[src/hw/rtl/mmh_pkg.sv]
// Shared types and constants for the MurmurHash64A block.
// Depends on nothing; every other file of the block imports it.
package mmh_pkg;

    localparam int WordW    = 64;
    localparam int LenW     = 32;
    localparam int NbW      = 4;
    localparam int HalfW    = 32;
    localparam int PaddrW   = 4;
    localparam int CmdDepth = 4;
    localparam int CmdPtrW  = $clog2(CmdDepth);
    localparam int CmdCntW  = $clog2(CmdDepth + 1);

    localparam logic [WordW-1:0] MixMul    = 64'hc6a4a7935bd1e995;
    localparam int               MixShift  = 47;
    localparam logic [WordW-1:0] SeedReset = 64'd1000;

    // Register map: bit 3 of the byte address selects the 64-bit register.
    localparam logic SeedRegSel = 1'b0;

    // One classified word on its way from the front end to the back end.
    typedef struct packed {
        logic             first;
        logic             full;
        logic             tail;
        logic             last;
        logic [LenW-1:0]  msg_length;
        logic [WordW-1:0] word;
    } t_cmd;

    typedef enum logic [2:0] {
        S_IDLE,
        S_LEN,
        S_K1,
        S_K2,
        S_HMUL,
        S_FIN,
        S_OUT
    } t_bstate;

    // Mask that keeps the low nb bytes of a partial word.
    function automatic logic [WordW-1:0] tail_mask(input logic [2:0] nb);
        logic [WordW-1:0] m;
        m = '0;
        unique case (nb)
            3'd0:    m = 64'h0000_0000_0000_0000;
            3'd1:    m = 64'h0000_0000_0000_00ff;
            3'd2:    m = 64'h0000_0000_0000_ffff;
            3'd3:    m = 64'h0000_0000_00ff_ffff;
            3'd4:    m = 64'h0000_0000_ffff_ffff;
            3'd5:    m = 64'h0000_00ff_ffff_ffff;
            3'd6:    m = 64'h0000_ffff_ffff_ffff;
            3'd7:    m = 64'h00ff_ffff_ffff_ffff;
            default: m = '0;
        endcase
        return m;
    endfunction

endpackage

[src/hw/rtl/mmh_in_if.sv]
// Input channel of the hash block: one message word per handshake.
// Depends on mmh_pkg for the field widths.
interface mmh_in_if;
    logic                       valid;
    logic                       ready;
    logic [mmh_pkg::WordW-1:0]  data_word;
    logic [mmh_pkg::NbW-1:0]    valid_bytes;
    logic                       first;
    logic [mmh_pkg::LenW-1:0]   msg_length;
    logic                       last;

    modport source (output valid, data_word, valid_bytes, first, msg_length, last,
                    input ready);
    modport sink   (input valid, data_word, valid_bytes, first, msg_length, last,
                    output ready);
endinterface

[src/hw/rtl/mmh_out_if.sv]
// Output channel of the hash block: one finished hash per handshake.
// Depends on mmh_pkg for the field width.
interface mmh_out_if;
    logic                       valid;
    logic                       ready;
    logic [mmh_pkg::WordW-1:0]  hash_value;

    modport source (output valid, hash_value, input ready);
    modport sink   (input valid, hash_value, output ready);
endinterface

[src/hw/rtl/mmh_front.sv]
// Front end: accepts input words and classifies them into back-end commands.
// Depends on mmh_pkg and mmh_in_if.
module mmh_front (
    mmh_in_if.sink              i_in,
    input  logic                i_q_full,
    output logic                o_push,
    output mmh_pkg::t_cmd       o_cmd
);
    import mmh_pkg::*;

    logic w_full;
    logic w_tail;

    // Counts of eight and above give a full word.
    assign w_full = i_in.valid_bytes[NbW-1];
    assign w_tail = i_in.last && !w_full && (i_in.valid_bytes[2:0] != 3'd0);

    assign i_in.ready = !i_q_full;
    assign o_push     = i_in.valid && !i_q_full;

    always_comb begin
        o_cmd.first      = i_in.first;
        o_cmd.full       = w_full;
        o_cmd.tail       = w_tail;
        o_cmd.last       = i_in.last;
        o_cmd.msg_length = i_in.msg_length;
        o_cmd.word       = w_full ? i_in.data_word
                                  : (i_in.data_word & tail_mask(i_in.valid_bytes[2:0]));
    end

endmodule

[src/hw/rtl/mmh_fifo.sv]
// Short command queue between the front end and the back end.
// Depends on mmh_pkg for the command type and depth.
module mmh_fifo (
    input  logic                i_clk,
    input  logic                i_rst_n,
    input  logic                i_push,
    input  mmh_pkg::t_cmd       i_cmd,
    output logic                o_full,
    input  logic                i_pop,
    output logic                o_valid,
    output mmh_pkg::t_cmd       o_cmd
);
    import mmh_pkg::*;

    t_cmd               r_mem [CmdDepth];
    logic [CmdPtrW-1:0] r_wptr;
    logic [CmdPtrW-1:0] r_rptr;
    logic [CmdCntW-1:0] r_count;

    assign o_full  = (r_count == CmdCntW'(CmdDepth));
    assign o_valid = (r_count != '0);
    assign o_cmd   = r_mem[r_rptr];

    always_ff @(posedge i_clk) begin
        if (i_push) begin
            r_mem[r_wptr] <= i_cmd;
        end
    end

    always_ff @(posedge i_clk) begin
        if (!i_rst_n) begin
            r_wptr  <= '0;
            r_rptr  <= '0;
            r_count <= '0;
        end else begin
            if (i_push) begin
                r_wptr <= r_wptr + 1'b1;
            end
            if (i_pop) begin
                r_rptr <= r_rptr + 1'b1;
            end
            priority if (i_push && !i_pop) begin
                r_count <= r_count + 1'b1;
            end else if (i_pop && !i_push) begin
                r_count <= r_count - 1'b1;
            end
        end
    end

endmodule

[src/hw/rtl/mmh_mul.sv]
// Multiplies a 64-bit operand by the mixing constant, keeping the low 64 bits.
// One 32x32 multiplier is used over three passes. Depends on mmh_pkg.
module mmh_mul (
    input  logic                    i_clk,
    input  logic                    i_rst_n,
    input  logic                    i_start,
    input  logic [mmh_pkg::WordW-1:0] i_a,
    output logic                    o_done,
    output logic [mmh_pkg::WordW-1:0] o_p
);
    import mmh_pkg::*;

    logic [WordW-1:0] r_a;
    logic [WordW-1:0] r_acc;
    logic [1:0]       r_cnt;
    logic             r_busy;
    logic             r_done;
    logic [HalfW-1:0] w_x;
    logic [HalfW-1:0] w_y;
    logic [WordW-1:0] w_prod;

    // Pass 0: low x low; passes 1 and 2 add the cross terms into the top half.
    always_comb begin
        w_x = r_a[HalfW-1:0];
        w_y = MixMul[HalfW-1:0];
        unique case (r_cnt)
            2'd1:    w_x = r_a[WordW-1:HalfW];
            2'd2:    w_y = MixMul[WordW-1:HalfW];
            default: ;
        endcase
    end

    assign w_prod = WordW'(w_x) * WordW'(w_y);

    assign o_done = r_done;
    assign o_p    = r_acc;

    always_ff @(posedge i_clk) begin
        if (i_start) begin
            r_a <= i_a;
        end
        if (r_busy) begin
            if (r_cnt == 2'd0) begin
                r_acc <= w_prod;
            end else begin
                r_acc <= {r_acc[WordW-1:HalfW] + w_prod[HalfW-1:0], r_acc[HalfW-1:0]};
            end
        end
    end

    always_ff @(posedge i_clk) begin
        if (!i_rst_n) begin
            r_busy <= 1'b0;
            r_cnt  <= '0;
            r_done <= 1'b0;
        end else begin
            r_done <= 1'b0;
            if (i_start) begin
                r_busy <= 1'b1;
                r_cnt  <= '0;
            end else if (r_busy) begin
                if (r_cnt == 2'd2) begin
                    r_busy <= 1'b0;
                    r_done <= 1'b1;
                end else begin
                    r_cnt <= r_cnt + 1'b1;
                end
            end
        end
    end

endmodule

[src/hw/rtl/mmh_back.sv]
// Back end: sequences the hash recurrence for each queued command and holds
// the result register. Depends on mmh_pkg, mmh_mul and mmh_out_if.
module mmh_back (
    input  logic                    i_clk,
    input  logic                    i_rst_n,
    input  logic [mmh_pkg::WordW-1:0] i_seed,
    input  logic                    i_q_valid,
    input  mmh_pkg::t_cmd           i_q_cmd,
    output logic                    o_pop,
    mmh_out_if.source               o_out
);
    import mmh_pkg::*;

    t_bstate          r_state;
    t_bstate          n_state;
    t_cmd             r_cmd;
    logic [WordW-1:0] r_h;
    logic [WordW-1:0] r_k;
    logic             r_wait;
    logic [WordW-1:0] r_out;
    logic             r_oval;

    logic             w_start;
    logic [WordW-1:0] w_a;
    logic             w_done;
    logic [WordW-1:0] w_p;
    logic             w_out_free;

    // Work that follows once the hash has been (re)started.
    function automatic t_bstate after_start(input t_cmd c);
        t_bstate s;
        priority if (c.full) begin
            s = S_K1;
        end else if (c.tail) begin
            s = S_HMUL;
        end else if (c.last) begin
            s = S_FIN;
        end else begin
            s = S_IDLE;
        end
        return s;
    endfunction

    mmh_mul u_mul (
        .i_clk   (i_clk),
        .i_rst_n (i_rst_n),
        .i_start (w_start),
        .i_a     (w_a),
        .o_done  (w_done),
        .o_p     (w_p)
    );

    assign w_out_free = !r_oval || o_out.ready;

    always_comb begin
        n_state = r_state;
        unique case (r_state)
            S_IDLE: begin
                if (i_q_valid) begin
                    n_state = i_q_cmd.first ? S_LEN : after_start(i_q_cmd);
                end
            end
            S_LEN:  if (w_done) n_state = after_start(r_cmd);
            S_K1:   if (w_done) n_state = S_K2;
            S_K2:   if (w_done) n_state = S_HMUL;
            S_HMUL: if (w_done) n_state = r_cmd.last ? S_FIN : S_IDLE;
            S_FIN:  if (w_done) n_state = S_OUT;
            S_OUT:  if (w_out_free) n_state = S_IDLE;
            default: n_state = S_IDLE;
        endcase
    end

    always_comb begin
        o_pop   = 1'b0;
        w_start = 1'b0;
        w_a     = r_h;
        unique case (r_state)
            S_IDLE: o_pop = i_q_valid;
            S_LEN: begin
                w_start = !r_wait;
                w_a     = WordW'(r_cmd.msg_length);
            end
            S_K1: begin
                w_start = !r_wait;
                w_a     = r_cmd.word;
            end
            S_K2: begin
                w_start = !r_wait;
                w_a     = r_k;
            end
            S_HMUL: begin
                // A partial word is folded in just before its multiply.
                w_start = !r_wait;
                w_a     = r_cmd.tail ? (r_h ^ r_cmd.word) : r_h;
            end
            S_FIN: begin
                w_start = !r_wait;
                w_a     = r_h ^ (r_h >> MixShift);
            end
            S_OUT: ;
            default: ;
        endcase
    end

    always_ff @(posedge i_clk) begin
        if (o_pop) begin
            r_cmd <= i_q_cmd;
        end
        if (w_done && r_state == S_K1) begin
            r_k <= w_p ^ (w_p >> MixShift);
        end
        if (r_state == S_OUT && w_out_free) begin
            r_out <= w_p ^ (w_p >> MixShift);
        end
    end

    always_ff @(posedge i_clk) begin
        if (!i_rst_n) begin
            r_state <= S_IDLE;
            r_wait  <= 1'b0;
            r_oval  <= 1'b0;
            r_h     <= '0;
        end else begin
            r_state <= n_state;
            if (w_start) begin
                r_wait <= 1'b1;
            end else if (w_done) begin
                r_wait <= 1'b0;
            end
            if (w_done) begin
                unique case (r_state)
                    S_LEN:  r_h <= i_seed ^ w_p;
                    S_K2:   r_h <= r_h ^ w_p;
                    S_HMUL: r_h <= w_p;
                    default: ;
                endcase
            end
            if (r_state == S_OUT && w_out_free) begin
                r_oval <= 1'b1;
            end else if (o_out.ready) begin
                r_oval <= 1'b0;
            end
        end
    end

    assign o_out.valid      = r_oval;
    assign o_out.hash_value = r_out;

endmodule

[src/hw/rtl/murmur64a_hash.sv]
// MurmurHash64A of a byte message delivered as little-endian 64-bit words,
// with a 64-bit seed register (reset 1000) at byte address 0 of the APB port.
// Words are accepted into a four-entry command queue while the hash engine
// works, so the input side stalls only when the queue is full. Every 64-bit
// product by the mixing constant runs on one shared 32x32 multiplier in three
// passes. A full word takes two products and a multiply of the hash, a partial
// last word one multiply, and the first word of a message adds a multiply of
// the length; the last word adds finalisation before the hash is offered on
// the output, where a result register lets the engine continue on the next
// message while the hash waits to be taken.
// Depends on mmh_pkg, mmh_in_if, mmh_out_if, mmh_front, mmh_fifo, mmh_back.
module murmur64a_hash (
    input  logic                      i_clk,
    input  logic                      i_rst_n,
    mmh_in_if.sink                    i_in,
    mmh_out_if.source                 o_out,
    input  logic                      i_psel,
    input  logic                      i_penable,
    input  logic                      i_pwrite,
    input  logic [mmh_pkg::PaddrW-1:0] i_paddr,
    input  logic [mmh_pkg::WordW-1:0]  i_pwdata,
    output logic [mmh_pkg::WordW-1:0]  o_prdata,
    output logic                      o_pready
);
    import mmh_pkg::*;

    logic [WordW-1:0] r_seed;
    logic             w_push;
    t_cmd             w_push_cmd;
    logic             w_q_full;
    logic             w_pop;
    logic             w_q_valid;
    t_cmd             w_q_cmd;
    logic             w_seed_sel;

    assign o_pready   = 1'b1;
    assign w_seed_sel = (i_paddr[PaddrW-1] == SeedRegSel);
    assign o_prdata   = w_seed_sel ? r_seed : '0;

    always_ff @(posedge i_clk) begin
        if (!i_rst_n) begin
            r_seed <= SeedReset;
        end else if (i_psel && i_penable && i_pwrite && o_pready && w_seed_sel) begin
            r_seed <= i_pwdata;
        end
    end

    mmh_front u_front (
        .i_in     (i_in),
        .i_q_full (w_q_full),
        .o_push   (w_push),
        .o_cmd    (w_push_cmd)
    );

    mmh_fifo u_fifo (
        .i_clk   (i_clk),
        .i_rst_n (i_rst_n),
        .i_push  (w_push),
        .i_cmd   (w_push_cmd),
        .o_full  (w_q_full),
        .i_pop   (w_pop),
        .o_valid (w_q_valid),
        .o_cmd   (w_q_cmd)
    );

    mmh_back u_back (
        .i_clk     (i_clk),
        .i_rst_n   (i_rst_n),
        .i_seed    (r_seed),
        .i_q_valid (w_q_valid),
        .i_q_cmd   (w_q_cmd),
        .o_pop     (w_pop),
        .o_out     (o_out)
    );

endmodule
[src/flat_wrapper.sv]
// flat-port wrapper written by rule: the top's interface ports become plain ports
module murmur64a_hash_flat import mmh_pkg::*;
  (i_clk, i_rst_n, i_psel, i_penable, i_pwrite, i_paddr, i_pwdata, o_prdata, o_pready, i_in_valid, i_in_data_word, i_in_valid_bytes, i_in_first, i_in_msg_length, i_in_last, i_in_ready, o_out_valid, o_out_hash_value, o_out_ready);
  mmh_in_if i_in_i ();
  mmh_out_if o_out_i ();
  input  logic i_clk;
  input  logic i_rst_n;
  input  logic i_psel;
  input  logic i_penable;
  input  logic i_pwrite;
  input  logic [mmh_pkg::PaddrW-1:0] i_paddr;
  input  logic [mmh_pkg::WordW-1:0] i_pwdata;
  output logic [mmh_pkg::WordW-1:0] o_prdata;
  output logic o_pready;
  input wire logic [$bits(i_in_i.valid)-1:0] i_in_valid;
  input wire logic [$bits(i_in_i.data_word)-1:0] i_in_data_word;
  input wire logic [$bits(i_in_i.valid_bytes)-1:0] i_in_valid_bytes;
  input wire logic [$bits(i_in_i.first)-1:0] i_in_first;
  input wire logic [$bits(i_in_i.msg_length)-1:0] i_in_msg_length;
  input wire logic [$bits(i_in_i.last)-1:0] i_in_last;
  output wire logic [$bits(i_in_i.ready)-1:0] i_in_ready;
  output wire logic [$bits(o_out_i.valid)-1:0] o_out_valid;
  output wire logic [$bits(o_out_i.hash_value)-1:0] o_out_hash_value;
  input wire logic [$bits(o_out_i.ready)-1:0] o_out_ready;
  assign i_in_i.valid = i_in_valid;
  assign i_in_i.data_word = i_in_data_word;
  assign i_in_i.valid_bytes = i_in_valid_bytes;
  assign i_in_i.first = i_in_first;
  assign i_in_i.msg_length = i_in_msg_length;
  assign i_in_i.last = i_in_last;
  assign i_in_ready = i_in_i.ready;
  assign o_out_valid = o_out_i.valid;
  assign o_out_hash_value = o_out_i.hash_value;
  assign o_out_i.ready = o_out_ready;
  murmur64a_hash u_core (.i_clk(i_clk), .i_rst_n(i_rst_n), .i_in(i_in_i), .o_out(o_out_i), .i_psel(i_psel), .i_penable(i_penable), .i_pwrite(i_pwrite), .i_paddr(i_paddr), .i_pwdata(i_pwdata), .o_prdata(o_prdata), .o_pready(o_pready));
endmodule
[config.mk]
export PLATFORM = sky130hd
export DESIGN_NAME = murmur64a_hash_flat
export DESIGN_NICKNAME = d
export VERILOG_FILES = /design/src/hw/rtl/mmh_pkg.sv /design/src/hw/rtl/mmh_in_if.sv /design/src/hw/rtl/mmh_out_if.sv /design/src/hw/rtl/mmh_front.sv /design/src/hw/rtl/mmh_fifo.sv /design/src/hw/rtl/mmh_mul.sv /design/src/hw/rtl/mmh_back.sv /design/src/hw/rtl/murmur64a_hash.sv /design/src/flat_wrapper.sv
export SDC_FILE = /design/constraint.sdc
export NUM_CORES = 2
export LEC_CHECK = 0
export BUFFER_PORTS_ARGS = -buffer_cell sky130_fd_sc_hd__buf_2
export CELL_PAD_IN_SITES_DETAIL_PLACEMENT = 1
export CELL_PAD_IN_SITES_GLOBAL_PLACEMENT = 1
export CORE_UTILIZATION = 30
export CTS_BUF_LIST = sky130_fd_sc_hd__clkbuf_16
export CTS_CLUSTER_DIAMETER = 50
export DETAILED_ROUTE_END_ITERATION = 10
export PLACE_DENSITY = 0.53
export SLEW_MARGIN = 20
export SYNTH_ARGS = -nofsm -noshare
export SYNTH_HDL_FRONTEND = slang
export SYNTH_SLANG_ARGS = --single-unit
[constraint.sdc]
create_clock -name i_clk -period 12.43 [get_ports i_clk]
set_input_delay 1.8645 -clock i_clk [delete_from_list [all_inputs] [get_ports i_clk]]
set_output_delay 1.8645 -clock i_clk [all_outputs]
set_load 0.02 [all_outputs]
* After elaboration in Yosys (flattened, before gate mapping) *
Memories as Yosys holds them, arrays and structs flattened. A register that Yosys moved wholly into a read port is not among the register bits.
Index checks and enable logic that the tools add are counted.

word-level totals
  word-level logic and storage cells = 127
  memories kept = 2
  register bits after elaboration = 499
  bits in read-only memories = 448
  output and inout port bits = 131
  memory bits (writable) = 400
  input port bits = 177

memories
  memory               words  bits a word  rd ports  clocked after memory_dff  write ports  line            text
  (name not given)     8      56           1         0                         0            mmh_pkg.sv:45   unique case (nb)
  u_core.u_fifo.r_mem  4      100          1         1                         1            mmh_fifo.sv:15  t_cmd r_mem [CmdDepth];

operators by class
  bitwise logic cells = 10
  multipliers = 1
  reduce and logical (&&, ||, !) cells = 32
  eq/ne operators = 16
  muxes and demuxes = 39
  $add $sub $neg = 6

operators with widths
  cell                 count
  $pmux 64 s5          1
  $mux 64              4
  $pmux 64 s3          1
  $xor 64x64->64       3
  $xor 64x17->64       2
  $and 64x64->64       1
  $mul 32x32->64       1
  $mux 32              2
  $mux 3               16
  $add 32x32->32       1
  $pmux 3 s7           1
  $eq 3x3->1 const B   4
  $mux 1               12
  $logic_and 1x1->1    10
  $ne 2x1->1 const B   5
  $reduce_bool 3->1    3
  $reduce_and 7->1     1
  $add 2x1->2 const B  3
  $eq 3x2->1 const B   2
  $logic_not 1->1      6
  $reduce_and 2->1     3
  $reduce_bool 2->1    3
  $reduce_or 5->1      1
  $mux 2               2
  12 further kinds     16

* Logic depth before layout (Yosys ltp) *
  depth in word-level cells = 7
  gate-level depth with buffers = 43
  mapped depth without buffers = 41

* Cells and area by module *
A second synthesis with hierarchy kept.

unflattened totals
  cell total of the unflattened synthesis = 5365
  area, all modules = 64454.3 µm²

by module, submodules not included
  module          instances  area each (µm²)  cells an instance
  mmh_mul         1          30978.5          2981
  mmh_fifo        1          14975.6          565
  mmh_back        1          14655.3          1355
  murmur64a_hash  1          3067.9           351
  mmh_front       1          777.0            113

* Least setup slack after synthesis *
OpenSTA, ideal clock, no wires.

  path kind = reg2reg
  start = register u_core.u_back.u_mul.r_cnt[1]
  end = register u_core.u_back.u_mul.r_acc[63] (netlist: u_core.u_back.u_mul.o_p[63]), data pin
  library setup time = 0.272 ns
  data arrival time = 9.602 ns
  cell stages (with the launch flop) = 41
  data required time = 12.158 ns
  path slack = 2.556 ns
  buffers on the path = 3
  clock period less this slack = 9.874 ns
  cell sequence = dfxtp_1 > inv_1 > ha_1 > clkbuf_1 > buf_1 > clkbuf_1 > mux2i_1 > inv_1 > nand2b_1 > inv_1 > ha_1 > inv_1 > fa_1 > fa_1 > fa_1 > inv_1 > fa_1 > inv_1 > (+5 left out) > inv_1 > ha_1 > nand4_1 > o21ai_0 > a32o_1 > a21boi_0 > xnor2_1 > ha_1 > a21o_1 > a21o_1 > a21o_1 > a21o_1 > a21oi_1 > o21ai_0 > nand3_1 > a31oi_1 > xnor3_1 > mux2i_1

on the way
  longest elaborated chain between the ends = 5
  elaborated cells on any way between the ends = 8
  those cells by class = 1 x add/sub; 1 x mul; 2 x eq/ne; 3 x mux; 1 x reduce/logical

ends and longest elaborated chain
  element                                   line           text
  start, declared                           mmh_mul.sv:15  logic [1:0] r_cnt;
  start signal, assigned                    mmh_mul.sv:66  r_cnt <= r_cnt + 1'b1;
  $eq 2x1->1 or $eq 2x2->1 (tied branches)  mmh_mul.sv:26  unique case (r_cnt)
  $mux 32                                   mmh_mul.sv:26
  $mul 32x32->64 *                          mmh_mul.sv:33  assign w_prod = WordW'(w_x) * WordW'(w_y);
  net u_core.u_back.u_mul.w_prod[22]        mmh_mul.sv:20  logic [WordW-1:0] w_prod;
  $add 32x32->32 *                          mmh_mul.sv:46  r_acc <= {r_acc[WordW-1:HalfW] + w_prod[HalfW-1:0], r_acc[HalfW-1:0]};
  $mux 64 *                                 mmh_mul.sv:43  if (r_cnt == 2'd0) begin
  end signal, assigned                      mmh_mul.sv:44  r_acc <= w_prod;
  end signal, assigned                      mmh_mul.sv:46
  end, declared                             mmh_mul.sv:14  logic [WordW-1:0] r_acc;

The timed path passes the listed nets; every way through them passes the cells marked *.
A chain may end at the register's enable or synchronous reset.

* Worst setup path after layout *
Same ends and word-level chain as after synthesis.

==> results_dict.tcl <==
set metrics [dict create \
    synthMuxAreaShare_pct 4.372 \
    drive_gt1_share_pct 12.55 \
    synth_seq_cells 901 \
    synth_top_area_share_pct 35.84 \
    r2r-end "u_core.u_back.u_mul.o_p[63]$_DFFE_PP_" \
    synth-adder-area-share_pct 28.16 \
    synth_simple_gate_area_share_pct 8.429 \
    fin_area_um2 71750 \
    post-route-drc-count 0 \
    post_cts.repair.setup_buffers 0 \
    cp_max_fo 19 \
    die_area_um2 212700 \
    synth.distinct_cells 71 \
    fin_crit_ps 10910 \
    synth_xor_area_share_pct 1.960 \
    synth_area_leaders "edfxtp_1 (36%), fa_1 (19%), ha_1 (8.9%), inv_1 (4.7%), dfxtp_1 (4.6%)" \
    initial_core_util_pct 30.18 \
    min_to "u_core.u_fifo.r_count[2]$_SDFFE_PN0P_" \
    holdBufCountCts 0 \
    cap_violations 0 \
    synth-edff-count 755 \
    hold_viol_final 0 \
    start_kind "flip-flop" \
    r2r_slack_ps 1520 \
    grt_pass1_wl_um 330000 \
    hold_class "reg -> reg" \
    timing.final.crit_share_pct 87.76 \
    max-slew-margin-rel_pct 26.94 \
    yosys.area.top_type "edfxtp_1" \
    hold_start "u_core.u_fifo.r_count[2]$_SDFFE_PN0P_" \
    yosysSeqAreaShare_pct 40.46 \
    rsz0062_at_grt "no" \
    worstSetupEndpointType "flip-flop" \
    worstPathRequired_ps 12860 \
    row_count 168 \
    async_reset_ff_share_pct 0 \
    cts_buffer_depth 3 \
    finalNonFillerCells 8671 \
    die_y_um 461.2 \
    synth_ff_type "edfxtp_1" \
    timing.rr.start "u_core.u_back.u_mul.r_cnt[1]$_SDFFE_PP0P_" \
    dr.first_iter.drc_count 2979 \
    fill_cells 22970 \
    synth_top_family_by_area "adder cells" \
    slowest_stage "ha_2" \
    cts_tree "yes" \
    clk_latency_ps 710 \
    gp_congestion 0.8764 \
    grt_max_degree 93 \
    grt-ovfl-total 0 \
    skew_ps 36.70 \
    cts_max_level 3 \
    dp.cells 8473 \
    io_buffers 303 \
    status "finished, final reports clean" \
    yosysMostFrequentCell "inv_1" \
    syn_inst 5492 \
    drt_first_pass_iters 5 \
    slowest_delay_ps 650 \
    drt-total-wl_um 226400 \
    die_w_um 461.2 \
    nets 7006 \
    setup_viol 0 \
    crit_type "reg -> reg" \
    cts-root-buf "clkbuf_16" \
    synth_compound_area_share_pct 10.44 \
    placed_cell_area_um2 68340 \
    clock_sinks 901 \
    multiInputGateArea_um2 33880 \
    max_freq_mhz 91.67 \
    tightest_slew_ps 1096 \
    avgSynthCellArea_um2 11.52 \
    pin_count 308 \
    cts_inserted_buffers 100 \
    ctsResizeCount 0 \
    antenna_found_initial 8 \
    track_usage_pct 21.42 \
    area_delta_synth_final_pct 13.43 \
    grt_pass1_vias 46340 \
    register_area_um2 25600 \
    drtAntennaViolNets 0 \
    synthTopCellsByCount "inv_1 (793), edfxtp_1 (755), fa_1 (609)" \
    syn_area_um2 63250 \
    min_path_cells 2 \
    place_hpwl_um 175700 \
    clkTransAtPathRegs_ps 60 \
    ff2ff_path_depth 35 \
    vias 43410 \
    final_max_slew_viol_count 0 \
    setup_tns_ps 0 \
    crit_arrival_ps 11340 \
    core_area_um2 209600 \
    wl_per_cell_um 26.11 \
    viasPerCell 5.007 \
    worst_hold_slack_ps 521.8 \
    yosys_warnings 0 \
]
[metal layers]
metal | vias to the layer above | GRT usage, % | wire length, µm
li1 | 19410 | - | -
met1 | 22790 | 28.94 | 100500
met2 | 973 | 36.16 | 109500
met3 | 242 | 1.808 | 8503
met4 | 4 | 6.949 | 7886
met5 | - | 0 | 27
[cells by family after synthesis]
logic type | Yosys count
buffers and inverters | 1038
adder cells (fa/ha/maj) | 1058
flip-flops | 901
AO/OA/AOI/OAI | 1116
multiplexers | 149
AND/OR/NAND/NOR | 1088
XOR/XNOR | 140
other | 2
[per-stage QoR]
step	utilization (%)	worst slack, ps
after global placement	32.61	1540
after detailed placement	32.61	1562
final	34.23	1521
after CTS	34.21	1481
after floorplan	-	2556
after global routing	34.22	888.6
[layout make-up]
cell class / instances / share of cell area, %
inverter: 798 / 4.175
antenna: 9 / 0.03139
clock inverter: 87 / 1.156
timing repair buffer: 415 / 3.317
multi-input combinational: 3555 / 47.22
clock buffer: 101 / 3.523
sequential: 901 / 35.69
tap: 2805 / 4.892
[layout by cell type (no fill, tap or decap), drive strengths merged, types with 18 or more instances in the layout]
| master | n |
|---|---|
| a21boi | 67 |
| a21o | 91 |
| a21oi | 389 |
| a22oi | 33 |
| a31oi | 70 |
| and2 | 41 |
| buf | 415 |
| clkbuf | 101 |
| clkinv | 40 |
| dfxtp | 146 |
| edfxtp | 755 |
| fa | 609 |
| ha | 449 |
| inv | 829 |
| mux2 | 18 |
| mux2i | 31 |
| mux4 | 100 |
| nand2 | 340 |
| nand2b | 23 |
| nand3 | 97 |
| nand3b | 41 |
| nand4 | 24 |
| nor2 | 223 |
| nor2b | 204 |
| nor3 | 23 |
| o21ai | 328 |
| o21bai | 28 |
| or2 | 18 |
| or3 | 22 |
| xnor2 | 80 |
| xor2 | 59 |
[critical path: cells and delay by family (launching register included)]
kind / cells / cell delay, ps
flops: 1 / 340
fa+ha+maj: 10 / 5170
compound gates: 10 / 1860
xor+xnor: 2 / 680
mux: 2 / 600
simple gates: 3 / 880
buf+inv: 8 / 1030
[registers in the layout, summed over array words and instances, names as in the netlist, named ones only]
name                            flops
u_core.u_back.u_mul.r_busy          1
u_core.u_back.o_out.hash_value     64
u_core.u_back.r_wait                1
u_core.u_back.r_state               3
u_core.u_back.u_mul.r_cnt           2
u_core.u_back.u_mul.o_p            64
u_core.u_fifo.r_wptr                2
u_core.u_back.r_cmd                99
u_core.u_back.r_k                  64
u_core.u_back.r_h                  64
u_core.u_fifo.r_mem               400
u_core.u_fifo.r_count               3
u_core.u_back.u_mul.o_done          1
u_core.u_back.o_out.valid           1
u_core.u_fifo.r_rptr                2
u_core.u_back.u_mul.r_a            64
u_core.r_seed                      64
[worst max path at each step]
stage / from / end / cells after the start
after floorplan: u_core.u_back.u_mul.r_cnt[1]$_SDFFE_PP0P_ / u_core.u_back.u_mul.o_p[63]$_DFFE_PP_ / 40
after global placement: u_core.u_back.u_mul.r_cnt[1]$_SDFFE_PP0P_ / u_core.u_back.u_mul.o_p[63]$_DFFE_PP_ / 35
after detailed placement: u_core.u_back.u_mul.r_cnt[1]$_SDFFE_PP0P_ / u_core.u_back.u_mul.o_p[63]$_DFFE_PP_ / 35
after CTS: u_core.u_back.u_mul.r_cnt[1]$_SDFFE_PP0P_ / u_core.u_back.u_mul.o_p[63]$_DFFE_PP_ / 35
after global routing: u_core.u_back.u_mul.r_cnt[1]$_SDFFE_PP0P_ / u_core.u_back.u_mul.o_p[63]$_DFFE_PP_ / 37
final: u_core.u_back.u_mul.r_cnt[1]$_SDFFE_PP0P_ / u_core.u_back.u_mul.o_p[63]$_DFFE_PP_ / 35
Power is left out: the tool's default activity adds up to more than one toggle a clock period on the data nets, which glitch-free logic cannot reach.
